[src/ccb_pkg.sv]
// ----------------------------------------------------------------------------
// ccb_pkg
// Shared types and constants of the clipped color-key blitter.
// ----------------------------------------------------------------------------
package ccb_pkg;

    // Largest source side; the position counters wrap here at the latest.
    localparam int MAX_SIDE = 4096;
    localparam int CNT_W    = $clog2(MAX_SIDE);

    // Register, pixel and index widths.
    localparam int REG_W    = 13;
    localparam int PIX_W    = 32;
    localparam int IDX_W    = 24;
    localparam int CIDX_W   = 3;

    // Signed destination position: offset plus counter, with sign bit.
    localparam int POS_W    = ((CNT_W > REG_W) ? CNT_W : REG_W) + 2;
    // Width for counter wrap compares against register and MAX_SIDE.
    localparam int CMP_W    = ((CNT_W + 1 > REG_W) ? CNT_W + 1 : REG_W) + 1;
    localparam int PROD_W   = 2 * REG_W;

    // Transparency key: a pixel with all these bits set is dropped.
    localparam logic [PIX_W-1:0] KEY_MASK = 32'h00c9_0280;

    // Queue between classifier and index unit.
    localparam int Q_DEPTH  = 4;
    localparam int Q_AW     = $clog2(Q_DEPTH);
    localparam int Q_CW     = $clog2(Q_DEPTH + 1);

    typedef enum logic [CIDX_W-1:0] {
        CFG_DEST_WIDTH    = 3'd0,
        CFG_DEST_HEIGHT   = 3'd1,
        CFG_DEST_STRIDE   = 3'd2,
        CFG_SOURCE_WIDTH  = 3'd3,
        CFG_SOURCE_HEIGHT = 3'd4,
        CFG_OFFSET_X      = 3'd5,
        CFG_OFFSET_Y      = 3'd6
    } t_cfg_idx;

    typedef struct packed {
        logic [REG_W-1:0] dest_width;
        logic [REG_W-1:0] dest_height;
        logic [REG_W-1:0] dest_stride;
        logic [REG_W-1:0] source_width;
        logic [REG_W-1:0] source_height;
        logic [REG_W-1:0] offset_x;
        logic [REG_W-1:0] offset_y;
    } t_ccb_cfg;

    // A pixel that survived clipping and keying, with its destination spot.
    typedef struct packed {
        logic [REG_W-1:0] dy;
        logic [REG_W-1:0] dx;
        logic [PIX_W-1:0] pixel;
    } t_ccb_entry;

endpackage

[src/ccb_front.sv]
// ----------------------------------------------------------------------------
// ccb_front
// Source position counters, clip test and color-key test.
// ----------------------------------------------------------------------------
module ccb_front import ccb_pkg::*; (
    input  logic             i_clk,
    input  logic             i_rst_n,
    input  t_ccb_cfg         i_cfg,
    input  logic             i_in_valid,
    input  logic [PIX_W-1:0] i_pixel_in,
    input  logic             i_q_full,
    output logic             o_in_ready,
    output logic             o_push,
    output t_ccb_entry       o_entry
);

    logic [CNT_W-1:0]        r_col;
    logic [CNT_W-1:0]        r_row;
    logic [CNT_W-1:0]        n_col;
    logic [CNT_W-1:0]        n_row;
    logic [CMP_W-1:0]        col_inc;
    logic [CMP_W-1:0]        row_inc;
    logic                    col_wrap;
    logic                    row_wrap;
    logic signed [POS_W-1:0] dx;
    logic signed [POS_W-1:0] dy;
    logic                    in_x;
    logic                    in_y;
    logic                    keyed;
    logic                    accept;

    assign o_in_ready = !i_q_full;
    assign accept     = i_in_valid && o_in_ready;

    // Destination position = signed offset + source position.
    assign dx = $signed({{(POS_W-REG_W){i_cfg.offset_x[REG_W-1]}}, i_cfg.offset_x})
              + $signed({{(POS_W-CNT_W){1'b0}}, r_col});
    assign dy = $signed({{(POS_W-REG_W){i_cfg.offset_y[REG_W-1]}}, i_cfg.offset_y})
              + $signed({{(POS_W-CNT_W){1'b0}}, r_row});

    assign in_x  = !dx[POS_W-1] && (dx[POS_W-2:0] < (POS_W-1)'(i_cfg.dest_width));
    assign in_y  = !dy[POS_W-1] && (dy[POS_W-2:0] < (POS_W-1)'(i_cfg.dest_height));
    assign keyed = (i_pixel_in & KEY_MASK) == KEY_MASK;

    assign o_push        = accept && in_x && in_y && !keyed;
    assign o_entry.dx    = dx[REG_W-1:0];
    assign o_entry.dy    = dy[REG_W-1:0];
    assign o_entry.pixel = i_pixel_in;

    // Wrap at source size or MAX_SIDE; a size of 0 behaves as 1.
    always_comb begin
        col_inc  = CMP_W'(r_col) + CMP_W'(1);
        row_inc  = CMP_W'(r_row) + CMP_W'(1);
        col_wrap = (col_inc >= CMP_W'(i_cfg.source_width)) || (col_inc >= CMP_W'(MAX_SIDE));
        row_wrap = (row_inc >= CMP_W'(i_cfg.source_height)) || (row_inc >= CMP_W'(MAX_SIDE));
        n_col    = col_wrap ? '0 : col_inc[CNT_W-1:0];
        n_row    = r_row;
        if (col_wrap) begin
            n_row = row_wrap ? '0 : row_inc[CNT_W-1:0];
        end
    end

    always_ff @(posedge i_clk) begin
        if (!i_rst_n) begin
            r_col <= '0;
            r_row <= '0;
        end else if (accept) begin
            r_col <= n_col;
            r_row <= n_row;
        end
    end

`ifndef SYNTH
    a_col_step: assert property (@(posedge i_clk) disable iff (!i_rst_n)
        accept |=> (r_col == '0) || (r_col == $past(r_col) + CNT_W'(1)))
        else $error("column counter skipped");
    a_row_hold: assert property (@(posedge i_clk) disable iff (!i_rst_n)
        (accept && !col_wrap) |=> (r_row == $past(r_row)))
        else $error("row moved without column wrap");
    a_no_push_clipped: assert property (@(posedge i_clk) disable iff (!i_rst_n)
        o_push |-> (in_x && in_y && !keyed && !i_q_full))
        else $error("clipped or keyed pixel pushed");
`endif

endmodule

[src/ccb_queue.sv]
// ----------------------------------------------------------------------------
// ccb_queue
// Short FIFO of surviving pixels between classifier and index unit.
// ----------------------------------------------------------------------------
module ccb_queue import ccb_pkg::*; (
    input  logic       i_clk,
    input  logic       i_rst_n,
    input  logic       i_push,
    input  t_ccb_entry i_entry,
    input  logic       i_pop,
    output logic       o_full,
    output logic       o_valid,
    output t_ccb_entry o_entry
);

    t_ccb_entry        r_mem [Q_DEPTH];
    logic [Q_AW-1:0]   r_wr_ptr;
    logic [Q_AW-1:0]   r_rd_ptr;
    logic [Q_CW-1:0]   r_count;

    assign o_full  = r_count == Q_CW'(Q_DEPTH);
    assign o_valid = r_count != '0;
    assign o_entry = r_mem[r_rd_ptr];

    always_ff @(posedge i_clk) begin
        if (i_push) begin
            r_mem[r_wr_ptr] <= i_entry;
        end
    end

    always_ff @(posedge i_clk) begin
        if (!i_rst_n) begin
            r_wr_ptr <= '0;
            r_rd_ptr <= '0;
            r_count  <= '0;
        end else begin
            if (i_push) begin
                r_wr_ptr <= (r_wr_ptr == Q_AW'(Q_DEPTH - 1)) ? '0 : r_wr_ptr + Q_AW'(1);
            end
            if (i_pop) begin
                r_rd_ptr <= (r_rd_ptr == Q_AW'(Q_DEPTH - 1)) ? '0 : r_rd_ptr + Q_AW'(1);
            end
            case ({i_push, i_pop})
                2'b10:   r_count <= r_count + Q_CW'(1);
                2'b01:   r_count <= r_count - Q_CW'(1);
                default: r_count <= r_count;
            endcase
        end
    end

`ifndef SYNTH
    a_no_overflow: assert property (@(posedge i_clk) disable iff (!i_rst_n)
        !(i_push && o_full))
        else $error("push into full queue");
    a_no_underflow: assert property (@(posedge i_clk) disable iff (!i_rst_n)
        i_pop |-> o_valid)
        else $error("pop from empty queue");
    a_count_range: assert property (@(posedge i_clk) disable iff (!i_rst_n)
        r_count <= Q_CW'(Q_DEPTH))
        else $error("queue count out of range");
`endif

endmodule

[src/ccb_back.sv]
// ----------------------------------------------------------------------------
// ccb_back
// Index unit: row * stride + column, into the output register.
// ----------------------------------------------------------------------------
module ccb_back import ccb_pkg::*; (
    input  logic             i_clk,
    input  logic             i_rst_n,
    input  logic [REG_W-1:0] i_dest_stride,
    input  logic             i_q_valid,
    input  t_ccb_entry       i_entry,
    input  logic             i_out_ready,
    output logic             o_pop,
    output logic             o_out_valid,
    output logic [IDX_W-1:0] o_dest_index,
    output logic [PIX_W-1:0] o_pixel_out
);

    logic              r_valid;
    logic [IDX_W-1:0]  r_index;
    logic [PIX_W-1:0]  r_pixel;
    logic [PROD_W-1:0] prod;
    logic [PROD_W-1:0] sum;

    assign prod  = PROD_W'(i_entry.dy) * PROD_W'(i_dest_stride);
    assign sum   = prod + PROD_W'(i_entry.dx);
    assign o_pop = i_q_valid && (!r_valid || i_out_ready);

    always_ff @(posedge i_clk) begin
        if (!i_rst_n) begin
            r_valid <= 1'b0;
        end else if (o_pop) begin
            r_valid <= 1'b1;
        end else if (i_out_ready) begin
            r_valid <= 1'b0;
        end
    end

    always_ff @(posedge i_clk) begin
        if (o_pop) begin
            r_index <= sum[IDX_W-1:0];
            r_pixel <= i_entry.pixel;
        end
    end

    assign o_out_valid  = r_valid;
    assign o_dest_index = r_index;
    assign o_pixel_out  = r_pixel;

endmodule

[src/clipped_color_key_blitter.sv]
// ----------------------------------------------------------------------------
// clipped_color_key_blitter
// Places raster-order source pixels into a clipped destination, drops
// color-keyed pixels and emits one indexed write per surviving pixel.
// ----------------------------------------------------------------------------
//
//  channel | direction | handshake               | payload
//  --------+-----------+-------------------------+-----------------------------
//  in      | sink      | i_in_valid / o_in_ready | i_pixel_in
//  out     | source    | o_out_valid/i_out_ready | o_dest_index, o_pixel_out
//  cfg     | sink      | i_cfg_valid/o_cfg_ready | i_cfg_index, i_cfg_data
//
//  One pixel transaction per clock sustained while the queue is not full;
//  a written pixel reaches the output through a queue slot and then the
//  output register. The front classifies a pixel in its accept cycle; the
//  back does one 13x13 multiply-add per cycle when not stalled; a 4-entry
//  queue between them absorbs output stalls; input stalls only when that
//  queue is full. Synchronous active-low reset clears counters, queue and
//  output valid and loads the register defaults; no clearing pass is needed.
//
module clipped_color_key_blitter import ccb_pkg::*; (
    input  logic              i_clk,
    input  logic              i_rst_n,
    // input pixels
    input  logic              i_in_valid,
    output logic              o_in_ready,
    input  logic [PIX_W-1:0]  i_pixel_in,
    // output writes
    output logic              o_out_valid,
    input  logic              i_out_ready,
    output logic [IDX_W-1:0]  o_dest_index,
    output logic [PIX_W-1:0]  o_pixel_out,
    // register writes
    input  logic              i_cfg_valid,
    output logic              o_cfg_ready,
    input  logic [CIDX_W-1:0] i_cfg_index,
    input  logic [REG_W-1:0]  i_cfg_data
);

    t_ccb_cfg   r_cfg;
    logic       push;
    logic       pop;
    logic       q_full;
    logic       q_valid;
    t_ccb_entry push_entry;
    t_ccb_entry head_entry;

    // Register file always takes a write; unknown indexes are dropped.
    assign o_cfg_ready = 1'b1;

    always_ff @(posedge i_clk) begin
        if (!i_rst_n) begin
            r_cfg.dest_width    <= REG_W'(1);
            r_cfg.dest_height   <= REG_W'(1);
            r_cfg.dest_stride   <= REG_W'(1);
            r_cfg.source_width  <= REG_W'(1);
            r_cfg.source_height <= REG_W'(1);
            r_cfg.offset_x      <= '0;
            r_cfg.offset_y      <= '0;
        end else if (i_cfg_valid && o_cfg_ready) begin
            case (t_cfg_idx'(i_cfg_index))
                CFG_DEST_WIDTH:    r_cfg.dest_width    <= i_cfg_data;
                CFG_DEST_HEIGHT:   r_cfg.dest_height   <= i_cfg_data;
                CFG_DEST_STRIDE:   r_cfg.dest_stride   <= i_cfg_data;
                CFG_SOURCE_WIDTH:  r_cfg.source_width  <= i_cfg_data;
                CFG_SOURCE_HEIGHT: r_cfg.source_height <= i_cfg_data;
                CFG_OFFSET_X:      r_cfg.offset_x      <= i_cfg_data;
                CFG_OFFSET_Y:      r_cfg.offset_y      <= i_cfg_data;
                default:           r_cfg               <= r_cfg;
            endcase
        end
    end

    // Front: counters plus clip/key decision, pushes survivors only.
    ccb_front u_front (
        .i_clk      (i_clk),
        .i_rst_n    (i_rst_n),
        .i_cfg      (r_cfg),
        .i_in_valid (i_in_valid),
        .i_pixel_in (i_pixel_in),
        .i_q_full   (q_full),
        .o_in_ready (o_in_ready),
        .o_push     (push),
        .o_entry    (push_entry)
    );

    // Decoupling queue.
    ccb_queue u_queue (
        .i_clk   (i_clk),
        .i_rst_n (i_rst_n),
        .i_push  (push),
        .i_entry (push_entry),
        .i_pop   (pop),
        .o_full  (q_full),
        .o_valid (q_valid),
        .o_entry (head_entry)
    );

    // Back: index multiply-add and output register.
    ccb_back u_back (
        .i_clk         (i_clk),
        .i_rst_n       (i_rst_n),
        .i_dest_stride (r_cfg.dest_stride),
        .i_q_valid     (q_valid),
        .i_entry       (head_entry),
        .i_out_ready   (i_out_ready),
        .o_pop         (pop),
        .o_out_valid   (o_out_valid),
        .o_dest_index  (o_dest_index),
        .o_pixel_out   (o_pixel_out)
    );

endmodule

[config.mk]
export PLATFORM = sky130hd
export DESIGN_NAME = clipped_color_key_blitter
export DESIGN_NICKNAME = d
export VERILOG_FILES = /design/src/ccb_pkg.sv /design/src/ccb_front.sv /design/src/ccb_queue.sv /design/src/ccb_back.sv /design/src/clipped_color_key_blitter.sv
export SDC_FILE = /design/constraint.sdc
export NUM_CORES = 1
export LEC_CHECK = 0
export ABC_AREA = 1
export BUFFER_PORTS_ARGS = -buffer_cell sky130_fd_sc_hd__buf_2
export CORE_MARGIN = 2
export CORE_UTILIZATION = 25
export CTS_BUF_LIST = sky130_fd_sc_hd__clkbuf_2
export CTS_CLUSTER_SIZE = 12
export DETAILED_ROUTE_END_ITERATION = 7
export GPL_ROUTABILITY_DRIVEN = 0
export PLACE_DENSITY = 0.37
export REMOVE_ABC_BUFFERS = 1
export SYNTH_ARGS = -nofsm -noshare
export SYNTH_HDL_FRONTEND = slang
export SYNTH_SLANG_ARGS = --single-unit
[constraint.sdc]
create_clock -name i_clk -period 15.75 [get_ports i_clk]
set_clock_uncertainty 0.2 [all_clocks]
set_input_delay 4.725 -clock i_clk [delete_from_list [all_inputs] [get_ports i_clk]]
set_output_delay 4.725 -clock i_clk [all_outputs]
set_load 0.05 [all_outputs]
==> metrics.csv, run 1 <==
metric;value;unit
outcome;complete, no violations;
total gr overflow;0;
CP Capture Type;flop;
max_slew headroom;0.329;
input/output buffers;110;
Root Driver;clkbuf_2;
Min Hold Slack;263;ps
share of layout cells above drive strength 1;0.128;
hpwl dp;46.0;mm
Setup crit start kind;flop;
Area growth syn-to-layout;12.5;%
Syn. warnings;0;
Switching Share;0.467;
CTS max path bufs;3;
Worst-Margin Slew;1010;ps
crit share post-route;0.477;
Post-route DRC;0;
fin nets;2930;
M1 GR Usage;0.182;
DRT antenna net count;0;
Core ar.;0.0936;mm²
clk slew on worst S/H paths;100;ps
endpoints failing hold;0;
Ports;112;
GRT busiest layer;met2;
Fillers;10100;
Comb pwr share;0.475;
Switching Power;1.99;mW
CTS tree;yes;
max-cap viol count;0;
number of antenna violations at the first check in global routing;2;
drt wl/cell;16.8;µm
RSZ-0062 raised after global routing;no;
Post-Place Cells;3720;
Pre-antenna DRT Iters;5;
pin count of the biggest net entering global routing;99;
peak supply drop;0.129;mV
Worst Hold Class;flop to flop;
Post-Place Cell Area;0.0256;mm²
flops & latches, synth;413;
global-route wire length before repair;103;mm
CP required;16400;ps
CTS Hold Buffers Added;0;
vias per cell;4.32;
post-CTS setup repair buffer count;0;
CP arrival;8160;ps
Seq pwr share;0.343;
Resized Gates After CTS;0;
commonest non-fill, non-tap cells in the layout;408 x nand2_1, 340 x inv_1, 288 x edfxtp_1;
GR Util met2;0.223;
met3 Usage GRT;0.0261;
number of distinct library cells after synthesis;49;
vias in the first global route;17818;
kind of critical path;flop to flop;
CP max FO;35;
Die Width;312;µm
non-filler instance count after layout;3929;
commonest non-fill, non-tap cell in the layout;nand2_1;
Clock Power Share;0.182;
die height;312;µm
fmax;133;MHz
final WL;65.8;mm
internal power;2.27;mW
clock sinks;413;
Cell Pwr Density;160;mW/mm²
share of synthesized area occupied by flip-flops and latches;0.471;
Tot Pwr;4.26;mW
initial DRC count;962;
Initial Util;0.253;
GR Util All Layers;0.137;
Leak;11.5;nW
Avg Inst Size Synth;9.76;µm²
setup_tns;0;ps
final setup fails;0;
worst skew pair latency;1220;ps
H-tree depth;3;
cells after synthesis;2426;
Synth Cell Area;0.0237;mm²
die area;0.0971;mm²
via count;16979;
# rows;112;
Period minus WS final;7510;ps
Slew Viols, Final;0;
cts bufs inserted;116;
final non-filler cell area;0.0266;mm²
-- power by group through the flow --
| stage | registers (mW) | clock network, mW | logic (mW) |
|---|---|---|---|
| 5_1_grt | 1.48 | 0.882 | 2.29 |
| 4_1_cts | 1.47 | 0.828 | 2.07 |
| 2_1_floorplan | 1.77 | 0 | 1.14 |
| 6_report | 1.46 | 0.776 | 2.03 |
| 3_5_place_dp | 1.49 | 0 | 2.06 |
| 3_3_place_gp | 1.49 | 0 | 2.06 |
-- logic make-up (layout without fill, tap and decap cells) --
logic type	count (synthesis)	count (layout)	synth area share
AOI/OAI and AO/OA	407	407	0.0934
xor gates and xnor gates	65	65	0.0247
adders and majority gates	293	293	0.197
buffers and inverters	434	680	0.0712
DFF	413	413	0.471
other	1	4	0.000158
and+or+nand+nor	813	813	0.143
-- stage by stage --
step | setup WS, ps | util
finish | 8240 | 0.284
global route | 7640 | 0.284
CTS | 8120 | 0.284
detailed placement | 8180 | 0.273
global placement | 8320 | 0.273
floorplan | 6350 | -
-- synth_stat cells (all sizes together) --
cell type,instances,share of area
o31ai,1,0.00032
a21o,8,0.0025
o21bai,11,0.0035
ha,161,0.085
a221oi,1,0.00037
xor2,45,0.017
a41oi,1,0.00037
conb,1,0.00016
a21oi,141,0.030
buf,30,0.0069
dfxtp,125,0.11
o21ai,188,0.040
a31oi,8,0.0021
clkinv,7,0.0012
nor2,279,0.046
nand2,413,0.066
nand4,17,0.0051
nor4,7,0.0025
and2,1,0.00037
nor3,16,0.0039
fa,132,0.11
o211ai,1,0.00032
a32o,7,0.0030
edfxtp,288,0.37
xnor2,20,0.0077
clkbuf,52,0.0082
nand3,80,0.019
inv,345,0.055
o22ai,38,0.010
o211a,2,0.00085
-- state kept, by name, indices dropped and copies added (netlist names), named ones only --
| register | cells |
|---|---|
| u_queue.r_mem | 232 |
| u_queue.r_rd_ptr | 2 |
| u_back.o_dest_index | 24 |
| u_back.o_pixel_out | 32 |
| u_queue.r_wr_ptr | 2 |
| u_queue.r_count | 3 |
| u_back.o_out_valid | 1 |
| u_front.r_row | 12 |
| r_cfg | 91 |
| u_front.r_col | 12 |
-- critical path, cell delays in order (launching register included) --
cell and delay, ps:
dfxtp_2 650, clkinv_2 620, buf_4 470, nand3_1 130
nand2_1 190, inv_1 220, nand2_1 120, fa_1 530
fa_1 560, inv_1 60, fa_1 510, fa_1 520
fa_1 540, inv_1 50, fa_1 530, inv_1 40
ha_1 380, a21oi_1 260, o21ai_0 110, inv_1 50
o21ai_0 110, nand3_1 100, nand3_1 90, xor2_1 160
-- final timing paths --
check	from	cells after the start	slack [ps]	to
max	flop	23	8240	u_back.o_dest_index[23]$_DFFE_PP_
min	r_cfg[49]$_SDFFE_PN0P_	2	260	r_cfg[49]$_SDFFE_PN0P_
max reg2reg	flop	23	8240	u_back.o_dest_index[23]$_DFFE_PP_
min reg2reg	r_cfg[49]$_SDFFE_PN0P_	2	260	r_cfg[49]$_SDFFE_PN0P_
-- per-layer routing --
metal	share of wire	vias up
met3	0.044	98
met4	0.024	0
met2	0.46	339
met5	0	-
li1	-	8373
met1	0.47	8169
-- area by class of cell --
type | instances | area, µm² | area share
clock buffer | 166 | 831 | 0.0312
multi-input combinational | 1579 | 10900 | 0.409
antenna | 3 | 7.51 | 0.000282
clock inverter | 40 | 208 | 0.00780
sequential | 413 | 11200 | 0.419
tap | 1254 | 1570 | 0.0590
inverter | 352 | 1330 | 0.0498
timing repair buffer | 122 | 641 | 0.0241
No activity file was read; power rests on OpenSTA's default activity.
==> inputs of run 2 (changes only) <==
- ABC_AREA: 1 -> 0
- PLACE_DENSITY: 0.37 -> 0.39
- clock period: 15.75 -> 6.14 ns (I/O delays scaled with it)
==> metrics.csv, run 2 <==
metric;value;unit;change
Initial Util;0.251;;-0.00164
crit share post-route;1.04;;+0.561
CP Capture Type;flop;;
max reg flops;232;;unchanged
drt wl/cell;17.8;µm;+6.1%
Ports;112;;unchanged
Post-Place Cell Area;0.0261;mm²;+1.9%
Cell Pwr Density;392;mW/mm²;+140%
die area;0.0958;mm²;-1.4%
endpoints failing hold;0;;unchanged
Worst Slack Setup Final;-231;ps;-8470 ps
final non-filler cell area;0.0275;mm²;+3.2%
Area growth syn-to-layout;17.7;%;
die height;310;µm;-0.69%
max_slew headroom;0.287;;-0.0424
Setup crit start kind;flop;;
most frequent cells after synthesis;322 x nand2_1, 288 x edfxtp_1, 226 x inv_1, 161 x ha_1, 135 x a21oi_1;;
via count;15600;;-8.1%
failing checks;setup timing;;
Avg Inst Size Synth;11.7;µm²;+20%
input/output buffers;110;;unchanged
number of distinct library cells after synthesis;68;;+39%
Synth Cell Area;0.0233;mm²;-1.4%
largest reg by FF count;u_queue.r_mem;;
share of synthesized area occupied by flip-flops and latches;0.478;;+0.00664
commonest non-fill, non-tap cells in the layout;321 x nand2_1, 288 x edfxtp_1, 218 x inv_1;;
flops & latches, synth;413;;unchanged
Root Driver;clkbuf_2;;
most common cell in the netlist;nand2_1;;
worst skew pair latency;1310;ps;+90 ps
hpwl dp;44.7;mm;-2.9%
share of layout cells above drive strength 1;0.224;;+0.0957
initial DRC count;720;;-25%
pin count of the biggest net entering global routing;86;;-13%
Worst-Margin Slew;1070;ps;+59.6 ps
cell taking the most area after synthesis;edfxtp_1;;
CP required;7000;ps;-9400 ps
RSZ-0062 raised after global routing;yes;;
ys async rst share;0;;unchanged
setup_tns;-738;ps;-738 ps
cts bufs inserted;114;;-1.7%
CTS max path bufs;3;;unchanged
DRT antenna net count;0;;unchanged
clock sinks;413;;unchanged
Synth top area share;0.371;;+0.00515
Post-Place Cells;3377;;-9.2%
Main synth FF type;edfxtp_1;;
peak supply drop;0.231;mV;+79%
final setup fails;5;;+5
total gr overflow;0;;unchanged
cells after synthesis;1991;;-18%
kind of critical path;flop to flop;;
non-filler instance count after layout;3591;;-8.6%
clk slew on worst S/H paths;90;ps;about the same
vias in the first global route;16799;;-5.7%
CP arrival;7230;ps;-930 ps
Min Hold Slack;257;ps;-5.86 ps
number of antenna violations at the first check in global routing;4;;+2
Die Width;310;µm;-0.69%
H-tree depth;3;;unchanged
CP max FO;6;;-83%
Post-synth EDFFs;288;;unchanged
outcome;finished, violations left;;
CTS tree;yes;;
vias per cell;4.34;;+0.53%
max-cap viol count;0;;unchanged
fmax;157;MHz;+18%
Leak;10.9;nW;-4.9%
Syn. warnings;0;;unchanged
Period minus WS final;6370;ps;-1140 ps
Slew Viols, Final;0;;unchanged
Post-route DRC;0;;unchanged
global-route wire length before repair;98.8;mm;-4.0%
# rows;112;;unchanged
fin nets;2594;;-11%
GR Util All Layers;0.137;;about the same
Worst Hold Class;flop to flop;;
Core ar.;0.0929;mm²;-0.75%
Synth area leaders;edfxtp_1 37%, fa_1 11%, dfxtp_1 11%;;
final WL;63.8;mm;-3.0%
commonest non-fill, non-tap cell in the layout;nand2_1;;
Pre-antenna DRT Iters;5;;unchanged
run 2: logic make-up after synthesis:
kind of cell,share of synthesized area
adders and majority gates,0.200
xor gates and xnor gates,0.0244
muxes,0.0581
DFF,0.478
other,0.000161
buffers and inverters,0.0511
and+or+nand+nor,0.115
AOI/OAI and AO/OA,0.0741
run 2: path summary, 6_finish.rpt:
| path | startpoint | slack, ps | cells after the start | endpoint |
|---|---|---|---|---|
| worst max-delay path | flop | -230 | 22 | u_back.o_dest_index[20]$_DFFE_PP_ |
| worst min-delay path | r_cfg[38]$_SDFFE_PN0P_ | 260 | 2 | r_cfg[38]$_SDFFE_PN0P_ |
| worst max register to register | flop | -230 | 22 | u_back.o_dest_index[20]$_DFFE_PP_ |
| worst min register to register | r_cfg[38]$_SDFFE_PN0P_ | 260 | 2 | r_cfg[38]$_SDFFE_PN0P_ |
run 2: stage by stage:
stage / setup WS [ps] / util / total power, mW
after floorplan: -2540 / - / 6.67
after global placement: -720 / 0.280 / 8.37
after detailed placement: -755 / 0.280 / 8.39
after CTS: -262 / 0.295 / 10.9
after global routing: -470 / 0.296 / 11.6
final: -231 / 0.296 / 10.8
run 2: area by class of cell:
cell class / instances / area (µm²)
fill: 9631 / 65400
multi-input combinational: 1274 / 11200
sequential: 413 / 11200
timing repair buffer: 219 / 1590
tap: 1254 / 1570
clock buffer: 171 / 856
inverter: 226 / 850
clock inverter: 31 / 206
antenna: 3 / 7.51
run 2: report_power, final:
group / switching [mW] / internal, mW / total [mW] / leakage, nW
logic: 3.04 / 2.05 / 5.09 / 6.43
registers: 0.106 / 3.53 / 3.64 / 3.66
clock network: 1.23 / 0.812 / 2.05 / 0.806
run 2: per-layer routing:
layer / share of wire / up-vias / track usage
met4: 0.032 / 2 / 0.0541
li1: - / 7477 / -
met3: 0.041 / 126 / 0.0286
met2: 0.47 / 294 / 0.223
met1: 0.46 / 7701 / 0.178
met5: 0.00020 / - / 0
run 2: repair_timing:
action,in CTS,in global routing
resized for setup,47,11
buffers inserted,9,0
cloned,1,0
pin swaps,34,12
endpoints found under the setup margin,11,12
hold buffers,0,0
run 2: critical path: stages, from the launching register on:
cell and delay, ps:
dfxtp_4 380, buf_12 120, mux4_2 560, buf_6 150, and2_4 150, fa_1 500
inv_1 50, fa_1 530, inv_2 40, fa_1 530, fa_2 450, fa_1 490
inv_1 50, fa_1 510, inv_2 50, ha_4 220, nand3_4 70, o22ai_2 90
a311oi_2 300, o21ai_4 140, a311o_1 390, buf_4 150, xor2_1 130
